[config.mk]
export PLATFORM = sky130hd
export DESIGN_NAME = vibration_level_calibrated_detector
export DESIGN_NICKNAME = d
export VERILOG_FILES = /design/src/rtl/vlcd_pkg.sv /design/src/rtl/vlcd_cfg.sv /design/src/rtl/vlcd_div.sv /design/src/rtl/vibration_level_calibrated_detector.sv
export SDC_FILE = /design/constraint.sdc
export NUM_CORES = 2
export LEC_CHECK = 0
export BUFFER_PORTS_ARGS = -buffer_cell sky130_fd_sc_hd__buf_2
export CORE_ASPECT_RATIO = 0.8
export CORE_MARGIN = 2
export CORE_UTILIZATION = 57
export CTS_CLUSTER_SIZE = 30
export DETAILED_ROUTE_END_ITERATION = 8
export PLACE_DENSITY = 0.75
export RECOVER_POWER = 25
export SETUP_SLACK_MARGIN = 0.4
export SYNTH_ARGS = -nofsm -noshare
export SYNTH_HDL_FRONTEND = slang
export SYNTH_SLANG_ARGS = --single-unit
[constraint.sdc]
create_clock -name clk_i -period 9.1 [get_ports clk_i]
set_input_delay 0.91 -clock clk_i [delete_from_list [all_inputs] [get_ports clk_i]]
set_output_delay 0.91 -clock clk_i [all_outputs]
set_load 0.02 [all_outputs]
[src/rtl/vlcd_pkg.sv]
// shared types, constants and codes of the calibrated vibration level detector
// no dependencies; imported by vlcd_cfg, vlcd_div and vibration_level_calibrated_detector
package vlcd_pkg;

  // default values of the top level parameters
  localparam int SAMPLE_BITS      = 12;
  localparam int EVENT_COUNT_BITS = 24;

  // field widths
  localparam int REQ_W      = 2;
  localparam int MV_W       = 12;
  localparam int RAW_W      = 12;
  localparam int TICK_W     = 20;
  localparam int EVNUM_W    = 24;
  localparam int CV_W       = 9;
  localparam int PCT_W      = 7;
  localparam int LEVEL_W    = 16;
  localparam int CFG_IDX_W  = 3;
  localparam int CFG_DATA_W = 17;

  // configuration register indexes
  localparam logic [CFG_IDX_W-1:0] CFG_CAL_SAMPLES     = 3'd0;
  localparam logic [CFG_IDX_W-1:0] CFG_IDLE_MARGIN_MV  = 3'd1;
  localparam logic [CFG_IDX_W-1:0] CFG_LOW_FLOOR_MV    = 3'd2;
  localparam logic [CFG_IDX_W-1:0] CFG_NOMINAL_IDLE_MV = 3'd3;
  localparam logic [CFG_IDX_W-1:0] CFG_DRIFT_WARN_MV   = 3'd4;
  localparam logic [CFG_IDX_W-1:0] CFG_EVENT_PCT_MIN   = 3'd5;

  // configuration reset values
  localparam logic [16:0] RST_CAL_SAMPLES     = 17'd50000;
  localparam logic [7:0]  RST_IDLE_MARGIN_MV  = 8'd5;
  localparam logic [9:0]  RST_LOW_FLOOR_MV    = 10'd100;
  localparam logic [11:0] RST_NOMINAL_IDLE_MV = 12'd3188;
  localparam logic [9:0]  RST_DRIFT_WARN_MV   = 10'd50;
  localparam logic [6:0]  RST_EVENT_PCT_MIN   = 7'd1;

  // request codes
  localparam logic [REQ_W-1:0] REQ_SAMPLE    = 2'd0;
  localparam logic [REQ_W-1:0] REQ_START     = 2'd1;
  localparam logic [REQ_W-1:0] REQ_STOP      = 2'd2;
  localparam logic [REQ_W-1:0] REQ_CLR_COUNT = 2'd3;

  // result kinds
  localparam logic KIND_EVENT  = 1'b0;
  localparam logic KIND_REPORT = 1'b1;

  // operating phases
  localparam logic [1:0] PH_IDLE = 2'd0;
  localparam logic [1:0] PH_CAL  = 2'd1;
  localparam logic [1:0] PH_RUN  = 2'd2;

  // shared divider: quotient register, divisor and step counter widths
  localparam int QUO_W      = 37;
  localparam int DIV_W      = 17;
  localparam int DIV_CNT_W  = 6;
  localparam logic [DIV_CNT_W-1:0] MEAN_STEPS = 6'd37;
  localparam logic [DIV_CNT_W-1:0] PCT_STEPS  = 6'd7;

  // reciprocal of ten in 0.16 fixed point, exact for inputs below 16384
  localparam logic [12:0] CV_RECIP = 13'd6554;

  typedef struct packed {
    logic [REQ_W-1:0]  req_type;
    logic [MV_W-1:0]   sample_mv;
    logic [RAW_W-1:0]  sample_raw;
    logic [TICK_W-1:0] tick_offset;
  } vlcd_in_t;

  typedef struct packed {
    logic               result_kind;
    logic [EVNUM_W-1:0] event_number;
    logic [TICK_W-1:0]  event_tick;
    logic [CV_W-1:0]    centivolts;
    logic [RAW_W-1:0]   raw_count;
    logic [PCT_W-1:0]   amplitude_pct;
    logic [LEVEL_W-1:0] mean_level;
    logic [LEVEL_W-1:0] noise_half;
    logic [LEVEL_W-1:0] zero_level_out;
    logic               drift_warning;
  } vlcd_out_t;

  typedef struct packed {
    logic [16:0] cal_samples;
    logic [7:0]  idle_margin_mv;
    logic [9:0]  low_floor_mv;
    logic [11:0] nominal_idle_mv;
    logic [9:0]  drift_warn_mv;
    logic [6:0]  event_pct_min;
  } vlcd_cfg_t;

  typedef struct packed {
    logic                 start;
    logic [DIV_CNT_W-1:0] steps;
    logic [DIV_W-1:0]     rem_init;
    logic [QUO_W-1:0]     quo_init;
    logic [DIV_W-1:0]     divisor;
  } vlcd_div_req_t;

  typedef struct packed {
    logic             done;
    logic [QUO_W-1:0] quo;
  } vlcd_div_rsp_t;

endpackage

[src/rtl/vlcd_cfg.sv]
// configuration register file of the vibration level detector
// depends on vlcd_pkg
module vlcd_cfg import vlcd_pkg::*; (
  input  logic                  clk_i,
  input  logic                  rst_ni,
  input  logic                  cfg_we_i,
  input  logic [CFG_IDX_W-1:0]  cfg_idx_i,
  input  logic [CFG_DATA_W-1:0] cfg_data_i,
  output vlcd_cfg_t             cfg_o
);

  vlcd_cfg_t cfg_q;

  always_ff @(posedge clk_i or negedge rst_ni) begin
    if (!rst_ni) begin
      cfg_q.cal_samples     <= RST_CAL_SAMPLES;
      cfg_q.idle_margin_mv  <= RST_IDLE_MARGIN_MV;
      cfg_q.low_floor_mv    <= RST_LOW_FLOOR_MV;
      cfg_q.nominal_idle_mv <= RST_NOMINAL_IDLE_MV;
      cfg_q.drift_warn_mv   <= RST_DRIFT_WARN_MV;
      cfg_q.event_pct_min   <= RST_EVENT_PCT_MIN;
    end else if (cfg_we_i) begin
      unique case (cfg_idx_i)
        CFG_CAL_SAMPLES:     cfg_q.cal_samples     <= cfg_data_i;
        CFG_IDLE_MARGIN_MV:  cfg_q.idle_margin_mv  <= cfg_data_i[7:0];
        CFG_LOW_FLOOR_MV:    cfg_q.low_floor_mv    <= cfg_data_i[9:0];
        CFG_NOMINAL_IDLE_MV: cfg_q.nominal_idle_mv <= cfg_data_i[11:0];
        CFG_DRIFT_WARN_MV:   cfg_q.drift_warn_mv   <= cfg_data_i[9:0];
        CFG_EVENT_PCT_MIN:   cfg_q.event_pct_min   <= cfg_data_i[6:0];
        default: ;
      endcase
    end
  end

  assign cfg_o = cfg_q;

endmodule

[src/rtl/vlcd_div.sv]
// shared restoring divider, one quotient bit per cycle
// depends on vlcd_pkg; used for the calibrated mean and the amplitude percent
module vlcd_div import vlcd_pkg::*; (
  input  logic          clk_i,
  input  logic          rst_ni,
  input  vlcd_div_req_t req_i,
  output vlcd_div_rsp_t rsp_o
);

  logic                 busy_q;
  logic                 done_q;
  logic [DIV_CNT_W-1:0] cnt_q;
  logic [DIV_W-1:0]     rem_q;
  logic [QUO_W-1:0]     quo_q;
  logic [DIV_W-1:0]     div_q;

  logic [DIV_W:0] trial;
  logic [DIV_W:0] diff;
  logic           fits;

  assign trial = {rem_q, quo_q[QUO_W-1]};
  assign fits  = trial >= {1'b0, div_q};
  assign diff  = trial - {1'b0, div_q};

  always_ff @(posedge clk_i or negedge rst_ni) begin
    if (!rst_ni) begin
      busy_q <= 1'b0;
      done_q <= 1'b0;
      cnt_q  <= '0;
    end else if (req_i.start) begin
      busy_q <= 1'b1;
      done_q <= 1'b0;
      cnt_q  <= req_i.steps;
    end else if (busy_q) begin
      cnt_q <= cnt_q - 1'b1;
      if (cnt_q == DIV_CNT_W'(1)) begin
        busy_q <= 1'b0;
        done_q <= 1'b1;
      end
    end else begin
      done_q <= 1'b0;
    end
  end

  always_ff @(posedge clk_i) begin
    if (req_i.start) begin
      rem_q <= req_i.rem_init;
      quo_q <= req_i.quo_init;
      div_q <= req_i.divisor;
    end else if (busy_q) begin
      rem_q <= fits ? diff[DIV_W-1:0] : trial[DIV_W-1:0];
      quo_q <= {quo_q[QUO_W-2:0], fits};
    end
  end

  assign rsp_o.done = done_q;
  assign rsp_o.quo  = quo_q;

endmodule

[src/rtl/vibration_level_calibrated_detector.sv]
// calibrated vibration level detector, top level with the sequencer
// depends on vlcd_pkg, vlcd_cfg and vlcd_div
//
// The block takes one word at a time: a sample (millivolts, raw count, tick)
// or a command (start calibration, stop, reset event count). Start clears the
// calibration sums and the event count; the next cal_samples samples (at
// least one) are summed and their min and max tracked, then a report word
// gives the mean, half the peak-to-peak noise, the zero-percent level and a
// drift flag (all in 1/16 mV). While running, each sample is mapped between
// the zero level (0 %) and low_floor_mv (100 %); a sample above event_pct_min
// gives a numbered event word. A single restoring divider does the mean and
// percent division at one bit per cycle. in_stall_o is high while a word is
// being worked on: a command or an ignored sample goes only through decode,
// a calibration sample through decode and the window check, a running sample
// through decode, prepare, start, the divider (7 divider steps, skipped
// outside the span), finish and, for an event, emit, and the window's closing
// sample through decode, the window check, the mean division (37 steps), post,
// done and emit. Emit waits while the output register is full and stalled. A
// finished result sits in an output register, so the next word is taken
// while it waits; a new result waits until that register is free. Configuration
// is written through cfg_we_i / cfg_idx_i / cfg_data_i, by the user only while
// the block is idle; the block does not enforce this.
module vibration_level_calibrated_detector import vlcd_pkg::*; #(
  parameter int SampleBits     = SAMPLE_BITS,
  parameter int EventCountBits = EVENT_COUNT_BITS
) (
  input  logic                  clk_i,
  input  logic                  rst_ni,
  input  logic                  in_valid_i,
  output logic                  in_stall_o,
  input  vlcd_in_t              in_data_i,
  output logic                  out_valid_o,
  input  logic                  out_stall_i,
  output vlcd_out_t             out_data_o,
  input  logic                  cfg_we_i,
  input  logic [CFG_IDX_W-1:0]  cfg_idx_i,
  input  logic [CFG_DATA_W-1:0] cfg_data_i
);

  localparam int NoiseW = SampleBits + 3;

  // sequencer states
  localparam logic [3:0] ST_IDLE      = 4'd0;
  localparam logic [3:0] ST_DECODE    = 4'd1;
  localparam logic [3:0] ST_CAL_CHK   = 4'd2;
  localparam logic [3:0] ST_MEAN_DIV  = 4'd3;
  localparam logic [3:0] ST_MEAN_POST = 4'd4;
  localparam logic [3:0] ST_CAL_DONE  = 4'd5;
  localparam logic [3:0] ST_PCT_PREP  = 4'd6;
  localparam logic [3:0] ST_PCT_START = 4'd7;
  localparam logic [3:0] ST_PCT_DIV   = 4'd8;
  localparam logic [3:0] ST_PCT_FIN   = 4'd9;
  localparam logic [3:0] ST_EMIT      = 4'd10;

  logic [3:0] state_q, state_d;

  vlcd_cfg_t     cfg;
  vlcd_div_req_t div_req;
  vlcd_div_rsp_t div_rsp;

  // architectural state
  logic [1:0]                phase_q;
  logic [31:0]               cal_sum_q;
  logic [16:0]               cal_count_q;
  logic [SampleBits-1:0]     cal_min_q;
  logic [SampleBits-1:0]     cal_max_q;
  logic [LEVEL_W-1:0]        zero_level_q;
  logic [EventCountBits-1:0] event_count_q;
  logic                      out_valid_q;

  // working registers
  vlcd_in_t           item_q;
  logic signed [17:0] span_raw_q;
  logic signed [21:0] num_raw_q;
  logic [15:0]        span_q;
  logic [NoiseW-1:0]  noise_q;
  logic [QUO_W-1:0]   mean_q;
  logic signed [38:0] zc_q;
  logic signed [38:0] dd_q;
  logic [PCT_W-1:0]   pct_q;
  vlcd_out_t          res_q;
  vlcd_out_t          out_data_q;

  logic accept;
  logic out_free;

  vlcd_cfg u_cfg (
    .clk_i      (clk_i),
    .rst_ni     (rst_ni),
    .cfg_we_i   (cfg_we_i),
    .cfg_idx_i  (cfg_idx_i),
    .cfg_data_i (cfg_data_i),
    .cfg_o      (cfg)
  );

  vlcd_div u_div (
    .clk_i  (clk_i),
    .rst_ni (rst_ni),
    .req_i  (div_req),
    .rsp_o  (div_rsp)
  );

  assign in_stall_o = (state_q != ST_IDLE);
  assign accept     = in_valid_i && !in_stall_o;
  assign out_free   = !out_valid_q || !out_stall_i;

  // sample masked to SampleBits, kept at 16 bits for arithmetic
  logic [15:0]           sample_ext;
  logic [SampleBits-1:0] mv_w;
  logic [15:0]           mv16;
  assign sample_ext = 16'(item_q.sample_mv);
  assign mv_w       = sample_ext[SampleBits-1:0];
  assign mv16       = 16'(mv_w);

  // calibration accumulation
  logic [32:0] sum_ext;
  assign sum_ext = {1'b0, cal_sum_q} + 33'(mv16);

  logic cal_full;
  assign cal_full = (cal_count_q >= cfg.cal_samples);

  // mean dividend: 16 * sum + n / 2
  logic [QUO_W-1:0] mean_dvd;
  assign mean_dvd = QUO_W'({cal_sum_q, 4'b0}) + QUO_W'(cal_count_q[16:1]);

  // percent: 100 * num / span rounded, as (200 * num + span) / (2 * span)
  logic        num_le0;
  logic        num_ge_span;
  logic [15:0] num16;
  logic [24:0] pct_dvd;
  assign num_le0     = (num_raw_q <= 22'sd0);
  assign num_ge_span = (num_raw_q >= $signed({6'b0, span_q}));
  assign num16       = num_raw_q[15:0];
  assign pct_dvd     = 25'(num16) * 25'd200 + 25'(span_q);

  always_comb begin
    div_req = '0;
    if (state_q == ST_CAL_CHK) begin
      div_req.start    = cal_full;
      div_req.steps    = MEAN_STEPS;
      div_req.rem_init = '0;
      div_req.quo_init = mean_dvd;
      div_req.divisor  = cal_count_q;
    end else if (state_q == ST_PCT_START) begin
      // quotient stays below 128, so only the last seven steps are run
      div_req.start    = !num_le0 && !num_ge_span;
      div_req.steps    = PCT_STEPS;
      div_req.rem_init = pct_dvd[23:7];
      div_req.quo_init = {pct_dvd[6:0], (QUO_W - 7)'(0)};
      div_req.divisor  = {span_q, 1'b0};
    end
  end

  // calibration end arithmetic
  logic signed [38:0] floor16;
  logic signed [38:0] zero_sel;
  logic [15:0]        zero16;
  logic signed [38:0] d_abs;
  logic [31:0]        noise_ext;
  logic [15:0]        mean16;
  logic [15:0]        noise16;
  assign floor16   = $signed(39'({11'(cfg.low_floor_mv) + 11'd50, 4'b0}));
  assign zero_sel  = (zc_q < floor16) ? floor16 : zc_q;
  assign zero16    = (zero_sel > 39'sd65535) ? 16'hFFFF : zero_sel[15:0];
  assign d_abs     = dd_q[38] ? -dd_q : dd_q;
  assign noise_ext = 32'(noise_q);
  assign noise16   = (|noise_ext[31:16]) ? 16'hFFFF : noise_ext[15:0];
  assign mean16    = (|mean_q[QUO_W-1:16]) ? 16'hFFFF : mean_q[15:0];

  // centivolts, (mv + 5) / 10 by reciprocal
  logic [12:0] cv_in;
  logic [25:0] cv_prod;
  assign cv_in   = 13'(mv16[11:0]) + 13'd5;
  assign cv_prod = 26'(cv_in) * 26'(CV_RECIP);

  logic [31:0] evnum_ext;
  assign evnum_ext = 32'(event_count_q);

  vlcd_out_t res_evt;
  vlcd_out_t res_cal;

  always_comb begin
    res_evt               = '0;
    res_evt.result_kind   = KIND_EVENT;
    res_evt.event_number  = evnum_ext[EVNUM_W-1:0];
    res_evt.event_tick    = item_q.tick_offset;
    res_evt.centivolts    = cv_prod[CV_W+15:16];
    res_evt.raw_count     = item_q.sample_raw;
    res_evt.amplitude_pct = pct_q;
  end

  always_comb begin
    res_cal                = '0;
    res_cal.result_kind    = KIND_REPORT;
    res_cal.mean_level     = mean16;
    res_cal.noise_half     = noise16;
    res_cal.zero_level_out = zero16;
    res_cal.drift_warning  = (d_abs > $signed(39'({cfg.drift_warn_mv, 4'b0})));
  end

  // next state
  always_comb begin
    state_d = state_q;
    unique case (state_q)
      ST_IDLE:      if (accept) state_d = ST_DECODE;
      ST_DECODE: begin
        state_d = ST_IDLE;
        if (item_q.req_type == REQ_SAMPLE) begin
          if (phase_q == PH_CAL) state_d = ST_CAL_CHK;
          else if (phase_q == PH_RUN) state_d = ST_PCT_PREP;
        end
      end
      ST_CAL_CHK:   state_d = cal_full ? ST_MEAN_DIV : ST_IDLE;
      ST_MEAN_DIV:  if (div_rsp.done) state_d = ST_MEAN_POST;
      ST_MEAN_POST: state_d = ST_CAL_DONE;
      ST_CAL_DONE:  state_d = ST_EMIT;
      ST_PCT_PREP:  state_d = ST_PCT_START;
      ST_PCT_START: state_d = (num_le0 || num_ge_span) ? ST_PCT_FIN : ST_PCT_DIV;
      ST_PCT_DIV:   if (div_rsp.done) state_d = ST_PCT_FIN;
      ST_PCT_FIN:   state_d = (pct_q > cfg.event_pct_min) ? ST_EMIT : ST_IDLE;
      ST_EMIT:      if (out_free) state_d = ST_IDLE;
      default:      state_d = ST_IDLE;
    endcase
  end

  // control and architectural state
  always_ff @(posedge clk_i or negedge rst_ni) begin
    if (!rst_ni) begin
      state_q       <= ST_IDLE;
      phase_q       <= PH_IDLE;
      cal_sum_q     <= '0;
      cal_count_q   <= '0;
      cal_min_q     <= '1;
      cal_max_q     <= '0;
      zero_level_q  <= '0;
      event_count_q <= EventCountBits'(1);
      out_valid_q   <= 1'b0;
    end else begin
      state_q <= state_d;

      if (state_q == ST_DECODE) begin
        unique case (item_q.req_type)
          REQ_START: begin
            cal_sum_q     <= '0;
            cal_count_q   <= '0;
            cal_min_q     <= '1;
            cal_max_q     <= '0;
            event_count_q <= EventCountBits'(1);
            phase_q       <= PH_CAL;
          end
          REQ_STOP:      phase_q <= PH_IDLE;
          REQ_CLR_COUNT: event_count_q <= EventCountBits'(1);
          REQ_SAMPLE: begin
            if (phase_q == PH_CAL) begin
              cal_sum_q <= sum_ext[32] ? 32'hFFFF_FFFF : sum_ext[31:0];
              if (cal_count_q != '1) cal_count_q <= cal_count_q + 1'b1;
              if (mv_w < cal_min_q) cal_min_q <= mv_w;
              if (mv_w > cal_max_q) cal_max_q <= mv_w;
            end
          end
          default: ;
        endcase
      end

      if (state_q == ST_CAL_DONE) begin
        zero_level_q <= zero16;
        phase_q      <= PH_RUN;
      end

      // event numbers saturate at all ones
      if (state_q == ST_PCT_FIN && pct_q > cfg.event_pct_min &&
          event_count_q != '1) begin
        event_count_q <= event_count_q + 1'b1;
      end

      if (state_q == ST_EMIT && out_free) begin
        out_valid_q <= 1'b1;
      end else if (!out_stall_i) begin
        out_valid_q <= 1'b0;
      end
    end
  end

  // datapath registers
  always_ff @(posedge clk_i) begin
    if (accept) item_q <= in_data_i;

    if (state_q == ST_DECODE) begin
      span_raw_q <= $signed({2'b0, zero_level_q}) - $signed({4'b0, cfg.low_floor_mv, 4'b0});
      num_raw_q  <= $signed({6'b0, zero_level_q}) - $signed({2'b0, mv16, 4'b0});
    end

    if (state_q == ST_CAL_CHK) begin
      noise_q <= (cal_max_q >= cal_min_q) ? {cal_max_q - cal_min_q, 3'b0} : '0;
    end

    if (state_q == ST_MEAN_DIV && div_rsp.done) mean_q <= div_rsp.quo;

    if (state_q == ST_MEAN_POST) begin
      zc_q <= $signed({2'b0, mean_q}) - $signed(39'(noise_q))
            - $signed(39'({cfg.idle_margin_mv, 4'b0}));
      dd_q <= $signed({2'b0, mean_q}) - $signed(39'({cfg.nominal_idle_mv, 4'b0}));
    end

    // span is held at 50 mV or more
    if (state_q == ST_PCT_PREP) begin
      span_q <= (span_raw_q < 18'sd800) ? 16'd800 : span_raw_q[15:0];
    end

    if (state_q == ST_PCT_START) begin
      if (num_le0) pct_q <= '0;
      else if (num_ge_span) pct_q <= PCT_W'(100);
    end

    if (state_q == ST_PCT_DIV && div_rsp.done) begin
      pct_q <= (div_rsp.quo > QUO_W'(100)) ? PCT_W'(100) : div_rsp.quo[PCT_W-1:0];
    end

    if (state_q == ST_CAL_DONE) res_q <= res_cal;
    if (state_q == ST_PCT_FIN) res_q <= res_evt;

    if (state_q == ST_EMIT && out_free) out_data_q <= res_q;
  end

  assign out_valid_o = out_valid_q;
  assign out_data_o  = out_data_q;

endmodule

==> results.yml <==
cells_and_area:
  drive_gt1_frac: 0.112
  fillers: 5646
  final_core_utilization: 0.639
  finish.net_count: 4537
  fin_cells: 5050
  num_antenna_cells: 0
  area_growth_pct: 11.0
sta:
  tightestPinTransition_ns: 5.66
  setup_viol_count_final: 0
  final.setup_skew_ns: 0.0226
  layout_min_cycle_time_ns: 6.81
  max_freq_mhz: 147
  tns_ns: 0
  rsz0062_at_grt: "no"
  final.period_utilization: 0.748
  maxSlewViolCount: 119
  relSlewSlack: -2.78
  finalHoldViolations: 0
critical_path:
  r2r_cells: 21
  critPathKind: "reg -> reg"
  cp-start-kind: "flip-flop"
  required_ns: 9.45
  end_kind: "flip-flop"
  crit_path_max_incr_delay_ns: 0.58
  reg2reg_from: "mv_w[1]"
  r2r_end: "res_q[76]"
  arrival_ns: 7.16
  crit_fanout: 10
  crit_chain: "a21oi_1 -> nor3_1 -> xnor2_1 -> ha_1 -> inv_1 -> fa_1 -> inv_1 -> fa_1 -> inv_1 -> fa_1 -> inv_1 -> fa_1 -> ha_1 -> a2111o_1 -> a2111oi_0 -> o31ai_1 -> a31o_2 -> a221oi_1 -> o21ai_0 -> xnor2_1 -> nor2_1"
  reg2reg_slack_ns: 2.29
  slowest_stage: "edfxtp_1"
routing:
  drc: 0
  viasPerCell: 6.02
  drt_first_iter_violations: 3286
  wl_per_cell_um: 20.8
  vias: 30400
  drt_wl_total_mm: 105
  drtAntennaViolNets: 0
  firstDrtPassIters: 6
synthesis:
  synth-edff-count: 483
  postSynth.asyncResetShare: 0.266
  mappedNetlistArea_um2: 41500
  yosys.area.top_type: "edfxtp_1"
  synthFlopType: "edfxtp_1"
  synth_seq_cells: 721
  seq_area_frac_synth: 0.489
  ys_types: 95
  synth.area.top_cells: "edfxtp_1 35%, ha_1 11%, dfrtp_1 9.5%"
  syn_inst: 3865
  yosys.area.top_type_share: 0.350
  synth_warnings: 0
  syn_area_per_cell_um2: 10.7
clock_tree:
  cts_hold_buf: 0
  post_cts_buffers: 0
  cts_resized: 0
  numCtsBuffers: 74
  cts_tree: "yes"
  htree_levels: 3
  clk_latency_ns: 0.65
  cts_buffer_depth: 3
  cts.sinks: 721
  cts_root_buf: "clkbuf_16"
  cts.clk_slew.worst_paths_ns: 0.06
floorplan:
  die_y_um: 245
  start_util: 0.576
  dieArea_um2: 74900
  die_w_um: 306
  placementRows: 88
  pin_count: 195
  core_um2: 72000
flow_run:
  drv_cap: 2
power:
  vdd_drop_max_uv: 170
  p_leak_nw: 19.6
  pwr_density_cell_nw_per_um2: 156
run_status:
  failed_checks: "capacitance limit, slew limit"
  status: "finished with violations"
placed_design:
  io_buffers: 190
  dp_hpwl_mm: 78.5
  dp_cells: 4912
  place_congestion: 0.954
min_path:
  hold_path_startpoint: "res_q[98]"
  hp-class: "reg -> reg"
  holdPathEnd: "out_data_o[98]"
  holdPathStages: 0
grt:
  antenna_found_initial: 2
  grt_pass1_wl_mm: 163
  grt.overflow.total: 0
  first_global_vias: 28700
  grt_max_degree: 99
  track_usage: 0.280
==> per-layer routing <==
layer / vias up / GRT usage / routed length (um)
li1: 14200 / - / -
met1: 14800 / 0.421 / 47400
met5: - / 0 / 13
met2: 1267 / 0.408 / 44800
met3: 133 / 0.0674 / 10800
met4: 2 / 0.0671 / 2200
==> placed cells by master (no fill, tap or decap), drive strengths merged, types with 35 or more instances in the layout <==
cell type	netlist	routed
and2	99	99
clkbuf	111	104
inv	367	373
nand4	52	52
nor4	35	35
xor2	94	94
edfxtp	483	483
nand3	96	96
a21oi	131	131
a21o	86	86
nor2b	40	40
xnor2	145	145
nor3	86	86
o21ai	267	267
buf	14	215
ha	359	359
nand2	281	281
fa	64	64
dfxtp	46	46
nand2b	35	35
dfrtp	158	158
nor2	270	270
==> worst max-delay path by stage <==
stage                    start         to  slack, ns  cells after the start
finish                 mv_w[1]  res_q[76]       2.29                     21
global route           mv_w[1]  res_q[76]       1.65                     21
CTS                    mv_w[1]  res_q[76]       2.22                     21
detailed placement     mv_w[1]  res_q[76]       2.24                     21
global placement       mv_w[1]  res_q[76]       2.27                     21
floorplan           state_q[3]   dd_q[10]       2.74                      3
==> flip-flops by register name, summed over array words and instances, names as in the netlist, 32 cells and up <==
name and cells:
out_data_o 118, res_q 118, u_cfg.cfg_o 64, zc_q 39, mean_q 37, u_div.quo_q 37, dd_q 35, item_q 34
cal_sum_q 32
==> synth_stat cells, types with 33 or more instances <==
cell type    n
nand2_1    281
a21o_1      86
fa_1        64
nor3_1      86
inv_1      366
a21oi_1    131
o21ai_0    265
nand3_1     96
nand2b_1    35
nor2b_1     40
ha_1       359
and2_1      98
dfxtp_1     46
nor2_1     270
xnor2_1    145
dfstp_2     34
nor4_1      33
xor2_1      94
clkbuf_1   111
edfxtp_1   483
nand4_1     52
dfrtp_1    158
==> layout make-up <==
type	instances	area [um2]	share of cell area
flip-flops and latches	721	20300	0.440
multi-input cells	2655	19400	0.421
well taps	945	1180	0.0257
repair buffers	224	1190	0.0258
clock buffers	95	2050	0.0446
inverters	367	1380	0.0299
clock inverters	43	557	0.0121
==> critical path, delay by kind of cell, from the launching register on <==
family / cells / cell delay (ns)
AOI/OAI and AO/OA: 7 / 2.30
and+or+nand+nor: 2 / 0.16
buffers and inverters: 4 / 0.25
xor gates and xnor gates: 2 / 0.66
DFF: 1 / 0.58
adders and majority gates: 6 / 2.58
==> cells by family after synthesis <==
kind of cell	count (synthesis)	synth area share
buf+inv	492	0.0453
compound gates	818	0.130
other cells	1	0.0000904
xor+xnor	239	0.0505
simple gates	1133	0.136
mux	38	0.00990
fa+ha+maj	423	0.139
flops	721	0.489
==> report_power, final <==
group	internal [mW]	total, mW	switching, mW
Sequential	3.56	3.59	0.0326
Combinational	0.159	0.378	0.219
Clock	1.88	3.22	1.34
==> metrics by stage <==
stage	setup slack (ns)	hold slack, ns	cell area [um2]	total power, mW
floorplan	2.74	0.400	41500	3.91
global placement	2.27	0.401	43500	4.01
detailed placement	2.24	0.405	43500	4.03
CTS	2.22	0.402	46100	7.23
global route	1.65	0.407	46000	7.41
finish	2.29	0.416	46000	7.19
(Power assumes the default switching activity.)
